`src/sv/psg_pkg.sv`:
```
// Shared types, constants and lookup functions for the three-voice sound generator.
// No dependencies.
`default_nettype none
package psg_pkg;

  localparam int unsigned DivW = 22;
  localparam int unsigned StepW = 18;
  localparam logic [4:0] NoReg = 5'd31;

  localparam logic [1:0] CmdSel = 2'd0;
  localparam logic [1:0] CmdWr = 2'd1;
  localparam logic [1:0] CmdSmp = 2'd2;

  localparam logic [2:0] KNoise = 3'd3;
  localparam logic [2:0] KEnv = 3'd4;

  typedef enum logic [4:0] {
    S_IDLE = 5'b00001,
    S_CALC = 5'b00010,
    S_WAIT = 5'b00100,
    S_SMP  = 5'b01000,
    S_OUT  = 5'b10000
  } state_e;

  function automatic logic signed [15:0] level(input logic [4:0] idx);
    logic signed [15:0] r;
    unique case (idx)
      5'd0: r = 16'sd22;
      5'd1: r = 16'sd31;
      5'd2: r = 16'sd44;
      5'd3: r = 16'sd62;
      5'd4: r = 16'sd88;
      5'd5: r = 16'sd125;
      5'd6: r = 16'sd176;
      5'd7: r = 16'sd250;
      5'd8: r = 16'sd353;
      5'd9: r = 16'sd500;
      5'd10: r = 16'sd707;
      5'd11: r = 16'sd1000;
      5'd12: r = 16'sd1414;
      5'd13: r = 16'sd2000;
      5'd14: r = 16'sd2828;
      5'd15: r = 16'sd4000;
      5'd16: r = 16'sd5656;
      5'd17: r = 16'sd8000;
      default: r = 16'sd0;
    endcase
    return r;
  endfunction

  function automatic logic [3:0] env_level(input logic [3:0] shape, input logic [4:0] pos);
    logic [3:0] i;
    logic [3:0] r;
    i = pos[3:0];
    if (!pos[4]) begin
      r = shape[2] ? i : 4'd15 - i;
    end else begin
      unique case (shape)
        4'd11, 4'd13: r = 4'd15;
        4'd10, 4'd12: r = i;
        4'd8, 4'd14: r = 4'd15 - i;
        default: r = 4'd0;
      endcase
    end
    return r;
  endfunction

  function automatic logic env_repeat(input logic [3:0] shape);
    return (shape == 4'd8) || (shape == 4'd10) || (shape == 4'd12) || (shape == 4'd14);
  endfunction

endpackage
`default_nettype wire

```
`src/sv/psg_div.sv`:
```
// Serial restoring divider, one quotient bit per cycle.
// Depends on psg_pkg.
`default_nettype none
module psg_div import psg_pkg::*; (
  input  wire logic            clk_i,
  input  wire logic            rst_ni,
  input  wire logic            start_i,
  input  wire logic [DivW-1:0] dividend_i,
  input  wire logic [DivW-1:0] divisor_i,
  output logic                 done_o,
  output logic [DivW-1:0]      quotient_o
);
  localparam int unsigned CntW = $clog2(DivW + 1);

  logic            busy_q, busy_d, done_q, done_d;
  logic [CntW-1:0] cnt_q, cnt_d;
  logic [DivW:0]   rem_q, rem_d, rem_sh;
  logic [DivW-1:0] quo_q, quo_d, dvs_q, dvs_d;
  logic            ge;

  assign rem_sh = {rem_q[DivW-1:0], quo_q[DivW-1]};
  assign ge = rem_sh >= {1'b0, dvs_q};

  always_comb begin
    busy_d = busy_q;
    done_d = 1'b0;
    cnt_d = cnt_q;
    rem_d = rem_q;
    quo_d = quo_q;
    dvs_d = dvs_q;
    if (start_i) begin
      busy_d = 1'b1;
      cnt_d = CntW'(DivW);
      rem_d = '0;
      quo_d = dividend_i;
      dvs_d = divisor_i;
    end else if (busy_q) begin
      rem_d = ge ? rem_sh - {1'b0, dvs_q} : rem_sh;
      quo_d = {quo_q[DivW-2:0], ge};
      cnt_d = cnt_q - 1'b1;
      if (cnt_q == CntW'(1)) begin
        busy_d = 1'b0;
        done_d = 1'b1;
      end
    end
  end

  always_ff @(posedge clk_i or negedge rst_ni) begin
    if (!rst_ni) begin
      busy_q <= 1'b0;
      done_q <= 1'b0;
      cnt_q <= '0;
    end else begin
      busy_q <= busy_d;
      done_q <= done_d;
      cnt_q <= cnt_d;
    end
  end

  always_ff @(posedge clk_i) begin
    rem_q <= rem_d;
    quo_q <= quo_d;
    dvs_q <= dvs_d;
  end

  assign done_o = done_q;
  assign quotient_o = quo_q;
endmodule
`default_nettype wire

```
`src/sv/psg_three_voice_sound_generator_unit.sv`:
```
// Three-voice sound generator: register file, period sequencer and voice mixer.
// Select and most writes are taken without stalling. Tone and noise period writes
// recompute all four periods by up to 8 serial divisions; envelope ones up to 2.
// A sample beat mixes the three voices in turn, then loads the output register.
// One input beat at a time. Async active-low reset covers all state but nb_q, out_q.
// Depends on psg_pkg and psg_div.
`default_nettype none
module psg_three_voice_sound_generator_unit import psg_pkg::*; (
  input  wire logic               clk_i,
  input  wire logic               rst_ni,
  input  wire logic               cfg_we_i,
  input  wire logic               cfg_index_i,
  input  wire logic [DivW-1:0]    cfg_data_i,
  input  wire logic               in_valid_i,
  output logic                    in_stall_o,
  input  wire logic [1:0]         cmd_i,
  input  wire logic [3:0]         reg_index_i,
  input  wire logic [7:0]         value_i,
  input  wire logic [2:0]         noise_bits_i,
  output logic                    out_valid_o,
  input  wire logic               out_stall_i,
  output logic signed [15:0]      sample_out_o
);
  state_e state_q, state_d;
  logic [DivW-1:0]  chip_clk_q, chip_clk_d;
  logic [StepW-1:0] srate_q, srate_d;
  logic [4:0]  sel_q, sel_d;
  logic [11:0] tp_q [3], tp_d [3];
  logic [4:0]  np_q, np_d;
  logic [2:0]  ten_q, ten_d, nen_q, nen_d, use_q, use_d;
  logic [3:0]  vol_q [3], vol_d [3];
  logic [15:0] ep_q, ep_d;
  logic [3:0]  shape_q, shape_d;
  logic        built_q, built_d, rep_q, rep_d;
  logic [StepW-1:0] sp_q [4], sp_d [4];
  logic [StepW-1:0] esp_q, esp_d;
  logic [StepW-1:0] tc_q [3], tc_d [3];
  logic [2:0]  ph_q, ph_d;
  logic [StepW-1:0] ec_q, ec_d;
  logic [4:0]  pos_q, pos_d;
  logic [2:0]  k_q, k_d;
  logic        phase_q, phase_d;
  logic [1:0]  v_q, v_d;
  logic [2:0]  nb_q, nb_d;
  logic signed [15:0] acc_q, acc_d, out_q, out_d;
  logic        ov_q, ov_d;

  logic            div_start, div_done;
  logic [DivW-1:0] div_a, div_b, div_q;

  psg_div u_div (
    .clk_i, .rst_ni,
    .start_i(div_start), .dividend_i(div_a), .divisor_i(div_b),
    .done_o(div_done), .quotient_o(div_q)
  );

  logic [DivW-1:0] cur_div;
  logic            cur_zero;
  logic            accept;
  logic [StepW-1:0] tcn;
  logic            ten_v, nen_v, g, phb;
  logic [3:0]      vsel;
  logic [StepW-1:0] ecn;

  assign accept = in_valid_i && !in_stall_o;
  assign in_stall_o = state_q != S_IDLE;

  always_comb begin
    unique case (k_q)
      3'd0, 3'd1, 3'd2: cur_div = {7'd0, tp_q[k_q[1:0]], 3'd0};
      KNoise: cur_div = {14'd0, np_q, 3'd0};
      default: cur_div = {2'd0, ep_q, 4'd0};
    endcase
    cur_zero = cur_div == '0;
  end

  always_comb begin
    state_d = state_q;
    chip_clk_d = chip_clk_q;
    srate_d = srate_q;
    sel_d = sel_q;
    tp_d = tp_q;
    np_d = np_q;
    ten_d = ten_q;
    nen_d = nen_q;
    use_d = use_q;
    vol_d = vol_q;
    ep_d = ep_q;
    shape_d = shape_q;
    built_d = built_q;
    rep_d = rep_q;
    sp_d = sp_q;
    esp_d = esp_q;
    tc_d = tc_q;
    ph_d = ph_q;
    ec_d = ec_q;
    pos_d = pos_q;
    k_d = k_q;
    phase_d = phase_q;
    v_d = v_q;
    nb_d = nb_q;
    acc_d = acc_q;
    out_d = out_q;
    ov_d = ov_q && out_stall_i;
    div_start = 1'b0;
    div_a = cur_div;
    div_b = cur_div;
    tcn = '0;
    ten_v = 1'b0;
    nen_v = 1'b0;
    g = 1'b0;
    phb = 1'b0;
    vsel = '0;
    ecn = '0;

    if (cfg_we_i) begin
      if (cfg_index_i) srate_d = cfg_data_i[StepW-1:0];
      else chip_clk_d = cfg_data_i;
    end

    unique case (state_q)
      S_IDLE: begin
        if (accept) begin
          unique case (cmd_i)
            CmdSel: sel_d = {1'b0, reg_index_i};
            CmdWr: begin
              if (sel_q <= 5'd5) begin
                if (!sel_q[0]) tp_d[sel_q[2:1]] = {tp_q[sel_q[2:1]][11:8], value_i};
                else tp_d[sel_q[2:1]] = {value_i[3:0], tp_q[sel_q[2:1]][7:0]};
                if (tp_d[sel_q[2:1]] != tp_q[sel_q[2:1]]) begin
                  ec_d = '0;
                  pos_d = '0;
                end
                k_d = 3'd0;
                state_d = S_CALC;
              end else if (sel_q == 5'd6) begin
                np_d = value_i[4:0];
                if (np_d != np_q) begin
                  ec_d = '0;
                  pos_d = '0;
                end
                k_d = 3'd0;
                state_d = S_CALC;
              end else if (sel_q == 5'd7) begin
                ten_d = ~value_i[2:0];
                nen_d = ~value_i[5:3];
              end else if (sel_q >= 5'd8 && sel_q <= 5'd10) begin
                vol_d[2'(sel_q - 5'd8)] = value_i[3:0];
                use_d[2'(sel_q - 5'd8)] = value_i[4];
                if (use_d != use_q) begin
                  ec_d = '0;
                  pos_d = '0;
                end
              end else if (sel_q == 5'd11 || sel_q == 5'd12) begin
                if (sel_q == 5'd11) ep_d = {ep_q[15:8], value_i};
                else ep_d = {value_i, ep_q[7:0]};
                if (ep_d != ep_q) begin
                  ec_d = '0;
                  pos_d = '0;
                end
                k_d = KEnv;
                state_d = S_CALC;
              end else if (sel_q == 5'd13) begin
                shape_d = value_i[3:0];
                if (shape_d != shape_q) begin
                  ec_d = '0;
                  pos_d = '0;
                end
                built_d = 1'b1;
                rep_d = env_repeat(shape_d);
              end
            end
            CmdSmp: begin
              nb_d = noise_bits_i;
              v_d = '0;
              acc_d = '0;
              state_d = S_SMP;
            end
            default: ;
          endcase
        end
      end
      S_CALC: begin
        if (cur_zero) begin
          if (k_q == KEnv) esp_d = '0;
          else sp_d[k_q[1:0]] = '0;
          if (k_q == KNoise || k_q == KEnv) state_d = S_IDLE;
          else k_d = k_q + 3'd1;
        end else begin
          div_start = 1'b1;
          div_a = chip_clk_q;
          div_b = cur_div;
          phase_d = 1'b0;
          state_d = S_WAIT;
        end
      end
      S_WAIT: begin
        if (div_done) begin
          if (!phase_q && div_q != '0) begin
            div_start = 1'b1;
            div_a = {4'd0, srate_q};
            div_b = div_q;
            phase_d = 1'b1;
          end else begin
            if (k_q == KEnv) esp_d = phase_q ? div_q[StepW-1:0] : '0;
            else sp_d[k_q[1:0]] = phase_q ? div_q[StepW-1:0] : '0;
            if (k_q == KNoise || k_q == KEnv) state_d = S_IDLE;
            else begin
              k_d = k_q + 3'd1;
              state_d = S_CALC;
            end
          end
        end
      end
      S_SMP: begin
        tcn = tc_q[v_q] + 1'b1;
        phb = ph_q[v_q];
        if (tcn >= sp_q[v_q]) begin
          tcn = '0;
          phb = !phb;
        end
        tc_d[v_q] = tcn;
        ph_d[v_q] = phb;
        ten_v = ten_q[v_q];
        nen_v = nen_q[v_q];
        g = ten_v && sp_q[v_q] != '0 && phb;
        if (nen_v && sp_q[3] != '0) g = g ^ nb_q[v_q];
        if (ten_v || nen_v) begin
          vsel = vol_q[v_q];
          if (use_q[v_q]) begin
            vsel = built_q ? env_level(shape_q, pos_q) : 4'd0;
            ecn = ec_q + 1'b1;
            ec_d = ecn;
            if (ecn == esp_q) begin
              ec_d = '0;
              if (pos_q == 5'd31) pos_d = rep_q ? 5'd0 : 5'd31;
              else pos_d = pos_q + 5'd1;
            end
          end
          acc_d = acc_q + level(g ? {1'b0, vsel} + 5'd2 : 5'd2) - level({1'b0, vsel});
        end
        if (v_q == 2'd2) state_d = S_OUT;
        else v_d = v_q + 2'd1;
      end
      S_OUT: begin
        if (!ov_d) begin
          out_d = acc_q;
          ov_d = 1'b1;
          state_d = S_IDLE;
        end
      end
      default: state_d = S_IDLE;
    endcase
  end

  always_ff @(posedge clk_i or negedge rst_ni) begin
    if (!rst_ni) begin
      state_q <= S_IDLE;
      chip_clk_q <= DivW'(1773400);
      srate_q <= StepW'(44100);
      sel_q <= NoReg;
      tp_q <= '{default: '0};
      np_q <= '0;
      ten_q <= '0;
      nen_q <= '0;
      use_q <= '0;
      vol_q <= '{default: '0};
      ep_q <= '0;
      shape_q <= '0;
      built_q <= 1'b0;
      rep_q <= 1'b0;
      sp_q <= '{default: '0};
      esp_q <= '0;
      tc_q <= '{default: '0};
      ph_q <= '0;
      ec_q <= '0;
      pos_q <= '0;
      k_q <= '0;
      phase_q <= 1'b0;
      v_q <= '0;
      acc_q <= '0;
      ov_q <= 1'b0;
    end else begin
      state_q <= state_d;
      chip_clk_q <= chip_clk_d;
      srate_q <= srate_d;
      sel_q <= sel_d;
      tp_q <= tp_d;
      np_q <= np_d;
      ten_q <= ten_d;
      nen_q <= nen_d;
      use_q <= use_d;
      vol_q <= vol_d;
      ep_q <= ep_d;
      shape_q <= shape_d;
      built_q <= built_d;
      rep_q <= rep_d;
      sp_q <= sp_d;
      esp_q <= esp_d;
      tc_q <= tc_d;
      ph_q <= ph_d;
      ec_q <= ec_d;
      pos_q <= pos_d;
      k_q <= k_d;
      phase_q <= phase_d;
      v_q <= v_d;
      acc_q <= acc_d;
      ov_q <= ov_d;
    end
  end

  always_ff @(posedge clk_i) begin
    nb_q <= nb_d;
    out_q <= out_d;
  end

  assign out_valid_o = ov_q;
  assign sample_out_o = out_q;
endmodule
`default_nettype wire
```
`config.mk`:
```
export PLATFORM = sky130hd
export DESIGN_NAME = psg_three_voice_sound_generator_unit
export DESIGN_NICKNAME = d
export VERILOG_FILES = /design/src/sv/psg_pkg.sv /design/src/sv/psg_div.sv /design/src/sv/psg_three_voice_sound_generator_unit.sv
export SDC_FILE = /design/constraint.sdc
export NUM_CORES = 1
export LEC_CHECK = 0
export ABC_AREA = 0
export BUFFER_PORTS_ARGS = -buffer_cell sky130_fd_sc_hd__buf_4
export CAP_MARGIN = 5
export CORE_ASPECT_RATIO = 1.2
export CORE_UTILIZATION = 40
export DETAILED_ROUTE_END_ITERATION = 12
export MAX_ROUTING_LAYER = met4
export SKIP_LAST_GASP = 1
export SLEW_MARGIN = 15
export SYNTH_ARGS = -nofsm -noshare
export SYNTH_HDL_FRONTEND = slang
export SYNTH_SLANG_ARGS = --single-unit
```
`constraint.sdc`:
```
create_clock -name clk_i -period 9.7 [get_ports clk_i]
set_input_delay 1.94 -clock clk_i [delete_from_list [all_inputs] [get_ports clk_i]]
set_output_delay 1.94 -clock clk_i [all_outputs]
set_load 0.05 [all_outputs]
```
==> results.sh, run 1 <==
export IMPL_outcome="finished, final reports clean"
export IMPL_die_w_um=227.2
export IMPL_reg2reg_slack_ns=1.30
export IMPL_register_area_um2=10720
export IMPL_synthToLayoutAreaGrowth_pct=10.58
export IMPL_fin_worst_skew_ns=0.03247
export IMPL_setup_viol=0
export IMPL_antenna_found_initial=0
export IMPL_fin_nets=2526
export IMPL_synth_nets=2533
export IMPL_initial_utilization_pct=40.67
export IMPL_instances_no_fill=3233
export IMPL_ys_seq_area_share_pct=44.05
export IMPL_firstDrtPassIters=5
export IMPL_synthFlopType="dfrtp_1"
export IMPL_cts_clk_slew_worst_paths_ns=0.06
export IMPL_async_flop_share_pct=79.71
export IMPL_cts_resized=0
export IMPL_die_h_um=272.2
export IMPL_ys_ff_latch=419
export IMPL_worstHoldEndpoint="sample_out_o[12]"
export IMPL_max_slew_margin_pct=22.23
export IMPL_coreArea_um2=59840
export IMPL_port_buffers=62
export IMPL_final_max_slew_viol_count=0
export IMPL_worst_slew_pin_slew_ns=1.167
export IMPL_path_class="flip-flop to flip-flop"
export IMPL_placed_cells=3146
export IMPL_tns_ns=0
export IMPL_pre_cts_ws_ns=1.300
export IMPL_post_cts_buffers=0
export IMPL_via_per_inst=5.648
export IMPL_multi_input_area_um2=12500
export IMPL_rsz0062_at_grt="false"
export IMPL_endpoint_kind="flip-flop"
export IMPL_cts_tree="built"
export IMPL_cts_buffers=47
export IMPL_grtUsageTotal_pct=21.37
export IMPL_clock_latency_ns=0.62
export IMPL_p_per_area_nw_per_um2=286.8
export IMPL_r2r_end="acc_q[15]"
export IMPL_htree_levels=2
export IMPL_layout_worst_path_cycle_share_pct=86.64
export IMPL_cp_required_ns=10.18
export IMPL_r2r_cells=25
export IMPL_drt_wl_total_um=63100
export IMPL_min_path_cells=0
export IMPL_diodes=0
export IMPL_start_kind="flip-flop"
export IMPL_finalHoldViolations=0
export IMPL_synth_top_area_share_pct=31.98
export IMPL_mappedNetlistArea_um2=24330
export IMPL_synth_area_per_cell_um2=10.13
export IMPL_grt_max_degree=163
export IMPL_nFillCells=5745
export IMPL_arrival_ns=8.88
export IMPL_crit_slowest_cell="nor2b_2"
export IMPL_vias=18260
export IMPL_cp_max_fo=20
export IMPL_post_drt_wl_per_cell_um=19.52
export IMPL_r2r_start="v_q[1]"
export IMPL_drcViolationCount=0
export IMPL_first_global_vias=18420
export IMPL_synth_yosys_warnings=0
export IMPL_syn_inst=2402
export IMPL_p_leak_nw=11.81
export IMPL_maxCapViolations=0
export IMPL_pin_count=63
export IMPL_cts_hold_buf=0
export IMPL_max_freq_mhz=119.0
export IMPL_hold_class="flip-flop to flip-flop"
export IMPL_clock_root_buffer="clkbuf_16"
export IMPL_cts_sinks=419
export IMPL_finalWorstSetupSlack_ns=1.296
export IMPL_synth_cell_types=92
export IMPL_dp_hpwl_um=44310
export IMPL_first_iter_violations=1079
export IMPL_die_area_um2=61830
export IMPL_overflow=0
export IMPL_ys_top_cells_by_area="dfrtp_1, mux2_2, edfxtp_1"
export IMPL_drive_gt1_share_pct=18.08
export IMPL_synth_edf_count=63
export IMPL_row_count=98
export IMPL_clockBufferDepth=3
export IMPL_period_needed_ns=8.404
export IMPL_yosysTopAreaCell="dfrtp_1"
export IMPL_place_gp_congestion=0.8956
export IMPL_ir_drop_v=0.0002323
export IMPL_max_stage_delay_ns=0.75
export IMPL_grt_pass1_wl_um=101800
export IMPL_detail_route_antenna_nets=0
export IMPL_hold_start="acc_q[12]"
where the power goes:
part | switching (mW) | internal [mW]
registers | 0.435 | 2.20
logic | 1.92 | 1.37
clock network | 0.771 | 1.02
total | 3.12 | 4.59
area by class of cell:
cell class	instances	share of cell area, %
multi-input combinational	1716	46.47
sequential	419	39.84
clock buffer	68	4.961
tap	800	3.720
timing repair buffer	82	2.362
inverter	129	1.799
clock inverter	19	0.8416
cell usage after synthesis (all sizes together) (23+ instances only):
cell type,n
edfxtp,63
clkbuf,85
nand3,75
and3,33
buf,53
nand2,263
xor2,50
dfrtp,311
mux2,205
mux2i,75
nor2,109
o21ai,175
nor4,29
ha,73
a22oi,28
o2bb2ai,26
nor3,41
a21oi,90
xnor2,63
dfstp,23
inv,127
o31ai,28
cells by family after synthesis:
kind of cell	share of synthesized area, %
fa+ha+maj	4.823
simple gates	13.86
xor+xnor	4.067
compound gates	14.30
mux	14.24
buf+inv	4.659
flops	44.05
worst max path at each step:
stage / end / from / slack (ns) / depth (start not counted)
after floorplan: acc_q[15] / v_q[1] / 3.08 / 29
after global placement: acc_q[15] / v_q[1] / 1.58 / 25
after detailed placement: acc_q[15] / v_q[1] / 1.30 / 27
after CTS: acc_q[15] / v_q[1] / 1.26 / 27
after global routing: acc_q[15] / v_q[1] / 0.54 / 28
final: acc_q[15] / v_q[1] / 1.30 / 25
layer usage:
| layer | part of all wire (%) | vias up | global-route usage, % |
|---|---|---|---|
| met3 | 4.2 | 112 | 3.290 |
| met5 | 0 | - | - |
| met4 | 2.8 | 0 | 6.658 |
| met1 | 44 | 9125 | 26.95 |
| met2 | 49 | 359 | 35.04 |
| li1 | - | 8663 | - |
metrics by stage:
stage | instance area (um2) | utilization, % | hold slack, ns | power, mW
floorplan | 24330 | - | 0.4462 | 5.081
global placement | 25350 | 42.36 | 0.4610 | 5.860
detailed placement | 25350 | 42.36 | 0.4612 | 5.932
CTS | 26910 | 44.97 | 0.4712 | 7.762
global route | 26910 | 44.97 | 0.4958 | 8.262
finish | 26910 | 44.97 | 0.4673 | 7.718
worst max-delay path, delay by kind of cell (launching register included):
family,cells,cell delay (ns)
AO/OA/AOI/OAI,11,3.28
AND/OR/NAND/NOR,8,2.58
adder cells (fa/ha/maj),3,1.10
flip-flops,1,0.65
XOR/XNOR,1,0.34
multiplexers,1,0.24
buffers and inverters,1,0.09
layout by cell type (no fill, tap or decap), drive strengths merged, types with 13 or more instances in the layout:
cell     netlist  routed
xor2          50      50
o31ai         28      28
edfxtp        63      63
and3          33      33
o21ai        175     175
inv          127     129
dfstp         23      23
a22oi         28      28
a21oi         90      90
buf           53      82
nand2        263     263
mux2i         75      75
o21a          17      17
nor4          29      29
dfxtp         22      22
a21o          19      19
nand3         75      75
a31oi         19      19
or2           13      13
mux4          18      18
nand4         22      22
mux2         205     205
a211oi        19      19
nor2         109     109
xnor2         63      63
ha            73      73
dfrtp        311     311
o2bb2ai       26      26
fa            13      13
nor2b         20      20
clkbuf        85      68
nand2b        17      17
nor3          41      41
registers in the layout, indices dropped and copies added (netlist names), 4 cells and up:
register,count
acc_q,16
state_q,5
ec_q,18
ep_q,16
u_div.dvs_q,22
sel_q,5
chip_clk_q,22
tp_q,36
np_q,5
u_div.quotient_o,22
u_div.cnt_q,5
esp_q,18
u_div.rem_q,22
sp_q,72
srate_q,18
sample_out_o,16
tc_q,54
vol_q,12
pos_q,5
shape_q,4
No activity file was read; power rests on OpenSTA's default activity.
==> inputs of run 2 (changes only) <==
--- a/config.mk
+++ b/config.mk
@@ -8,10 +8,13 @@
 export ABC_AREA = 0
 export BUFFER_PORTS_ARGS = -buffer_cell sky130_fd_sc_hd__buf_4
 export CAP_MARGIN = 5
+export CELL_PAD_IN_SITES_DETAIL_PLACEMENT = 1
+export CELL_PAD_IN_SITES_GLOBAL_PLACEMENT = 2
 export CORE_ASPECT_RATIO = 1.2
 export CORE_UTILIZATION = 40
 export DETAILED_ROUTE_END_ITERATION = 12
 export MAX_ROUTING_LAYER = met4
+export PLACE_DENSITY_LB_ADDON = 0.1
 export SKIP_LAST_GASP = 1
 export SLEW_MARGIN = 15
 export SYNTH_ARGS = -nofsm -noshare
==> run 2 against run 1 <==
Net effect:
- sequential power is essentially flat
- routed wire length grew 10%
- combinational power is essentially flat
- non-clock buffer count grew 3
- critical endpoint unchanged
- highest routed layer unchanged
==> results.sh, run 2 (same netlist as run 1, synthesis figures left out) <==
export IMPL_clock_root_buffer="clkbuf_16"
export IMPL_largest_register_ff_count=72
export IMPL_grtUsageTotal_pct=23.66
export IMPL_path_class="flip-flop to flip-flop"
export IMPL_design_area_um2=26880
export IMPL_initial_utilization_pct=40.67
export IMPL_place_gp_congestion=0.8360
export IMPL_arrival_ns=8.88
export IMPL_cts_tree="built"
export IMPL_power_frac_seq_pct=34.2
export IMPL_endpoint_kind="flip-flop"
export IMPL_first_global_vias=19360
export IMPL_via_per_inst=5.628
export IMPL_start_kind="flip-flop"
export IMPL_nFillCells=6677
export IMPL_die_area_um2=61830
export IMPL_reg_largest_list="sp_q (72), tc_q (54), tp_q (36)"
export IMPL_outcome="finished, final reports clean"
export IMPL_max_slew_margin_pct=21.67
export IMPL_fin_worst_skew_ns=0.02306
export IMPL_fin_nets=2530
export IMPL_final_common_cell="dfrtp_1"
export IMPL_grt_pass1_wl_um=111500
export IMPL_ir_drop_v=0.0001489
export IMPL_max_stage_delay_ns=0.77
export IMPL_layout_worst_path_cycle_share_pct=86.61
export IMPL_coreArea_um2=59840
export IMPL_pre_cts_ws_ns=1.193
export IMPL_rsz0062_at_grt="false"
export IMPL_fin_util_pct=44.92
export IMPL_cts_hold_buf=0
export IMPL_period_needed_ns=8.401
export IMPL_cts_clk_slew_worst_paths_ns=0.06
export IMPL_worst_slew_pin_slew_ns=1.170
export IMPL_first_iter_violations=886
export IMPL_whs_ns=0.4797
export IMPL_cp_max_fo=19
export IMPL_htree_levels=2
export IMPL_comb_power_share_pct=42.9
export IMPL_max_freq_mhz=119.0
export IMPL_placed_cell_area_um2=25370
export IMPL_die_w_um=227.2
export IMPL_setup_viol=0
export IMPL_cts_resized=0
export IMPL_clockBufferDepth=3
export IMPL_critical_path_top_delay_family="compound AO/OA/AOI/OAI gates"
export IMPL_synthToLayoutAreaGrowth_pct=10.46
export IMPL_overflow=0
export IMPL_crit_slowest_cell="nor2b_2"
export IMPL_placed_cells=3149
export IMPL_instances_no_fill=3239
export IMPL_hold_class="flip-flop to flip-flop"
export IMPL_final_max_slew_viol_count=0
export IMPL_total_power_mw=7.725
export IMPL_cp_buffers_inverters=1
export IMPL_firstDrtPassIters=4
export IMPL_internal_power_mw=4.560
export IMPL_port_buffers=62
export IMPL_antenna_found_initial=0
export IMPL_cp_required_ns=10.18
export IMPL_p_per_area_nw_per_um2=287.4
export IMPL_drt_wl_total_um=69590
export IMPL_drive_gt1_share_pct=18.08
export IMPL_maxCapViolations=0
export IMPL_power_net_switching_mw=3.165
export IMPL_diodes=0
export IMPL_finalWorstSetupSlack_ns=1.299
export IMPL_clkPwrFrac_pct=22.9
export IMPL_vias=18230
export IMPL_post_cts_buffers=0
export IMPL_row_count=98
export IMPL_die_h_um=272.2
export IMPL_dp_hpwl_um=50200
export IMPL_post_drt_wl_per_cell_um=21.48
export IMPL_top_register="sp_q"
export IMPL_cts_sinks=419
export IMPL_p_leak_nw=11.81
export IMPL_pin_count=63
export IMPL_finalHoldViolations=0
export IMPL_layout_common_cells="dfrtp_1, nand2_1, mux2_2, o21ai_0, inv_1"
export IMPL_grt_max_degree=150
export IMPL_detail_route_antenna_nets=0
export IMPL_clock_latency_ns=0.61
export IMPL_tns_ns=0
export IMPL_netSwitchingFraction_pct=40.97
export IMPL_drcViolationCount=0
export IMPL_cts_buffers=48
-- run 2: changes by cell type in the layout (fill, tap and decap cells not counted), sizes merged --
cell      change
clkinv       +13
clkbuf        -7
buf           +3
clkinvlp      -3
-- run 2: worst register-to-register path, cell delays in order (launching register included) --
cell and delay [ns]:
dfrtp_2 0.60, nor2b_2 0.78, o2bb2ai_1 0.37, nand2_1 0.16, nor2b_1 0.20, nand2_1 0.13
nor2_1 0.16, xor2_1 0.33, inv_1 0.10, ha_1 0.33, nand2_1 0.05, o21ai_0 0.26
o21ai_0 0.16, a211oi_1 0.23, o2111ai_1 0.35, a211oi_1 0.46, o21a_1 0.46, a2bb2oi_1 0.27
fa_1 0.48, ha_1 0.31, a21o_1 0.19, a211oi_1 0.29, o21ai_0 0.19, a311oi_1 0.54
nand3b_1 0.22, a41oi_1 0.36, mux2i_1 0.23, o22ai_1 0.10
-- run 2: worst paths after layout --
kind | startpoint | to | slack, ns | cells past startpoint
max | v_q[0] | acc_q[15] | 1.30 | 27
max reg2reg | v_q[0] | acc_q[15] | 1.30 | 27
max in group asynchronous | rst_ni | ec_q[10] | 7.11 | 2
min | tc_q[10] | tc_q[10] | 0.48 | 2
min in group asynchronous | rst_ni | tc_q[28] | 1.26 | 1
min reg2reg | tc_q[10] | tc_q[10] | 0.48 | 2
-- run 2: final cells by class --
cell class / instances / area [um2] / area share (%)
Inverter: 129 / 484.2 / 1.802
Clock inverter: 29 / 229.0 / 0.8519
Tap cell: 800 / 1001 / 3.724
Multi-Input combinational cell: 1716 / 12500 / 46.52
Clock buffer: 61 / 1280 / 4.762
Sequential cell: 419 / 10720 / 39.89
Timing Repair Buffer: 85 / 658.1 / 2.449
-- run 2: power by group through the flow --
stage	Sequential, mW	Clock (mW)	Combinational [mW]
4_1_cts	2.65	1.82	3.36
6_report	2.64	1.77	3.31
3_3_place_gp	2.66	0	3.28
3_5_place_dp	2.68	0	3.33
5_1_grt	2.70	1.89	3.72
2_1_floorplan	2.41	0	2.67
-- run 2: per-layer routing --
layer	GRT usage [%]	share of wire (%)	vias to the layer above
li1	-	-	8662
met1	29.77	44	9261
met2	40.73	51	221
met3	2.611	2.5	84
met4	5.016	1.7	0
met5	-	0	-
==> inputs of run 3 (changes only) <==
==> constraint.sdc (replaced) <==
create_clock -name clk_i -period 10.85 [get_ports clk_i]
set_input_delay 2.17 -clock clk_i [delete_from_list [all_inputs] [get_ports clk_i]]
set_output_delay 2.17 -clock clk_i [all_outputs]
set_load 0.05 [all_outputs]
==> run 3 against run 2 <==
Net effect:
- largest power group unchanged
- global-route usage up 0.25 points
- combinational power is 9.4% lower
- power shrank 9.0%
- first-iteration DRC count down 1.8%
- worst hold slack got worse by 0.00097 ns
- non-clock buffer count unchanged
- design area rose by 0.34%
- critical path depth fell by 2
- utilization up 0.15 points
- maximum frequency decreased by 2.8%
- count of clock-buffer cells in the layout grew 3
==> results.sh, run 3 (same netlist as run 1, synthesis figures left out) <==
export IMPL_clock_root_buffer="clkbuf_16"
export IMPL_cts_clk_slew_worst_paths_ns=0.06
export IMPL_max_slew_margin_pct=21.65
export IMPL_placed_cell_area_um2=25360
export IMPL_fin_worst_skew_ns=0.01759
export IMPL_via_per_inst=5.660
export IMPL_layout_common_cells="dfrtp_1, nand2_1, mux2_2, o21ai_0, inv_1"
export IMPL_cts_hold_buf=0
export IMPL_layout_worst_path_cycle_share_pct=79.70
export IMPL_die_h_um=272.2
export IMPL_vias=18320
export IMPL_place_gp_congestion=0.8531
export IMPL_design_area_um2=26970
export IMPL_fin_nets=2529
export IMPL_post_cts_buffers=0
export IMPL_cts_tree="built"
export IMPL_first_iter_violations=870
export IMPL_placed_cells=3149
export IMPL_post_drt_wl_per_cell_um=21.72
export IMPL_max_freq_mhz=115.6
export IMPL_top_register="sp_q"
export IMPL_drive_gt1_share_pct=18.34
export IMPL_finalHoldViolations=0
export IMPL_grt_max_degree=78
export IMPL_rsz0062_at_grt="false"
export IMPL_die_area_um2=61830
export IMPL_period_needed_ns=8.648
export IMPL_die_w_um=227.2
export IMPL_detail_route_antenna_nets=0
export IMPL_cts_buffers=47
export IMPL_drcViolationCount=0
export IMPL_firstDrtPassIters=5
export IMPL_drt_wl_total_um=70300
export IMPL_dp_hpwl_um=50560
export IMPL_maxCapViolations=0
export IMPL_row_count=98
export IMPL_grtUsageTotal_pct=23.91
export IMPL_initial_utilization_pct=40.67
export IMPL_final_max_slew_viol_count=0
export IMPL_cp_required_ns=11.32
export IMPL_hold_class="flip-flop to flip-flop"
export IMPL_cts_resized=0
export IMPL_diodes=0
export IMPL_clockBufferDepth=3
export IMPL_ir_drop_v=0.0001606
export IMPL_overflow=0
export IMPL_antenna_found_initial=0
export IMPL_outcome="finished, final reports clean"
export IMPL_port_buffers=62
export IMPL_grt_pass1_wl_um=112600
export IMPL_coreArea_um2=59840
export IMPL_finalWorstSetupSlack_ns=2.202
export IMPL_final_common_cell="dfrtp_1"
export IMPL_p_leak_nw=11.85
export IMPL_endpoint_kind="flip-flop"
export IMPL_cp_max_fo=19
export IMPL_start_kind="flip-flop"
export IMPL_first_global_vias=19660
export IMPL_cts_sinks=419
export IMPL_clock_latency_ns=0.60
export IMPL_pre_cts_ws_ns=2.241
export IMPL_synthToLayoutAreaGrowth_pct=10.84
export IMPL_arrival_ns=9.11
export IMPL_worst_slew_pin_slew_ns=1.170
export IMPL_path_class="flip-flop to flip-flop"
export IMPL_setup_viol=0
export IMPL_reg_largest_list="sp_q (72), tc_q (54), tp_q (36)"
export IMPL_tns_ns=0
export IMPL_pin_count=63
export IMPL_p_per_area_nw_per_um2=260.6
export IMPL_largest_register_ff_count=72
export IMPL_htree_levels=2
export IMPL_instances_no_fill=3237
export IMPL_fin_util_pct=45.07
==> run 3: cell types whose count changed in the layout (fill, tap and decap cells not counted), moves of 2 or more <==
cell and delta:
clkinv_1 -7, clkbuf_8 +4, bufinv_16 +3, clkinv_2 -2, clkinvlp_4 +2
==> run 3: final timing paths <==
| path | from | endpoint | slack [ns] | cells after the start |
|---|---|---|---|---|
| worst min register to register | tc_q[0] | tc_q[0] | 0.48 | 2 |
| worst max-delay path | v_q[1] | acc_q[15] | 2.20 | 25 |
| max in group asynchronous | rst_ni | chip_clk_q[7] | 7.05 | 3 |
| min in group asynchronous | rst_ni | tc_q[10] | 1.49 | 1 |
| worst max register to register | v_q[1] | acc_q[15] | 2.20 | 25 |
| worst min-delay path | tc_q[0] | tc_q[0] | 0.48 | 2 |
==> run 3: routing by layer <==
metal	GRT usage [%]	share of wire, %	wire, um	vias up
li1	-	-	-	8666
met1	29.49	44	30830	9290
met2	40.73	51	35510	255
met3	2.934	2.9	2052	109
met4	7.047	2.7	1908	0
met5	-	0	0	-
==> run 3: area by class of cell <==
cell class                 count  area, um2
clock buffer                  64       1331
clock inverter                24      275.3
fill                        6699      32870
inverter                     129      484.2
multi-input combinational   1716      12510
sequential                   419      10720
tap                          800       1001
timing repair buffer          85      645.6
==> run 3: metrics by stage <==
step / hold WS [ns] / total power [mW]
final: 0.4788 / 7.028
after global routing: 0.5011 / 7.537
after CTS: 0.4814 / 7.109
after global placement: 0.4608 / 5.320
after floorplan: 0.4462 / 4.542
after detailed placement: 0.4673 / 5.399
==> run 3: critical path: stages (launching register included) <==
cell and delay (ns):
dfrtp_2 0.58, nor2b_2 0.76, o2bb2ai_1 0.39, nand2_1 0.17, nor3_1 0.40, nand2_1 0.13
or2_2 0.30, xnor2_1 0.34, inv_1 0.09, ha_1 0.30, a211oi_1 0.21, nand2_1 0.09
o2111ai_1 0.61, a211oi_1 0.23, nor3_2 0.68, a2bb2oi_1 0.28, fa_1 0.46, ha_1 0.32
a21o_1 0.20, a211oi_1 0.29, o21ai_0 0.21, a311oi_1 0.47, nand3b_1 0.23, a41oi_1 0.40
mux2i_1 0.25, o22ai_1 0.10
==> run 3: where the power goes <==
group          switching [mW]  leakage (nW)  internal, mW
clock network           0.687         0.782         0.982
registers               0.391          5.25          1.96
logic                    1.77          5.82          1.23
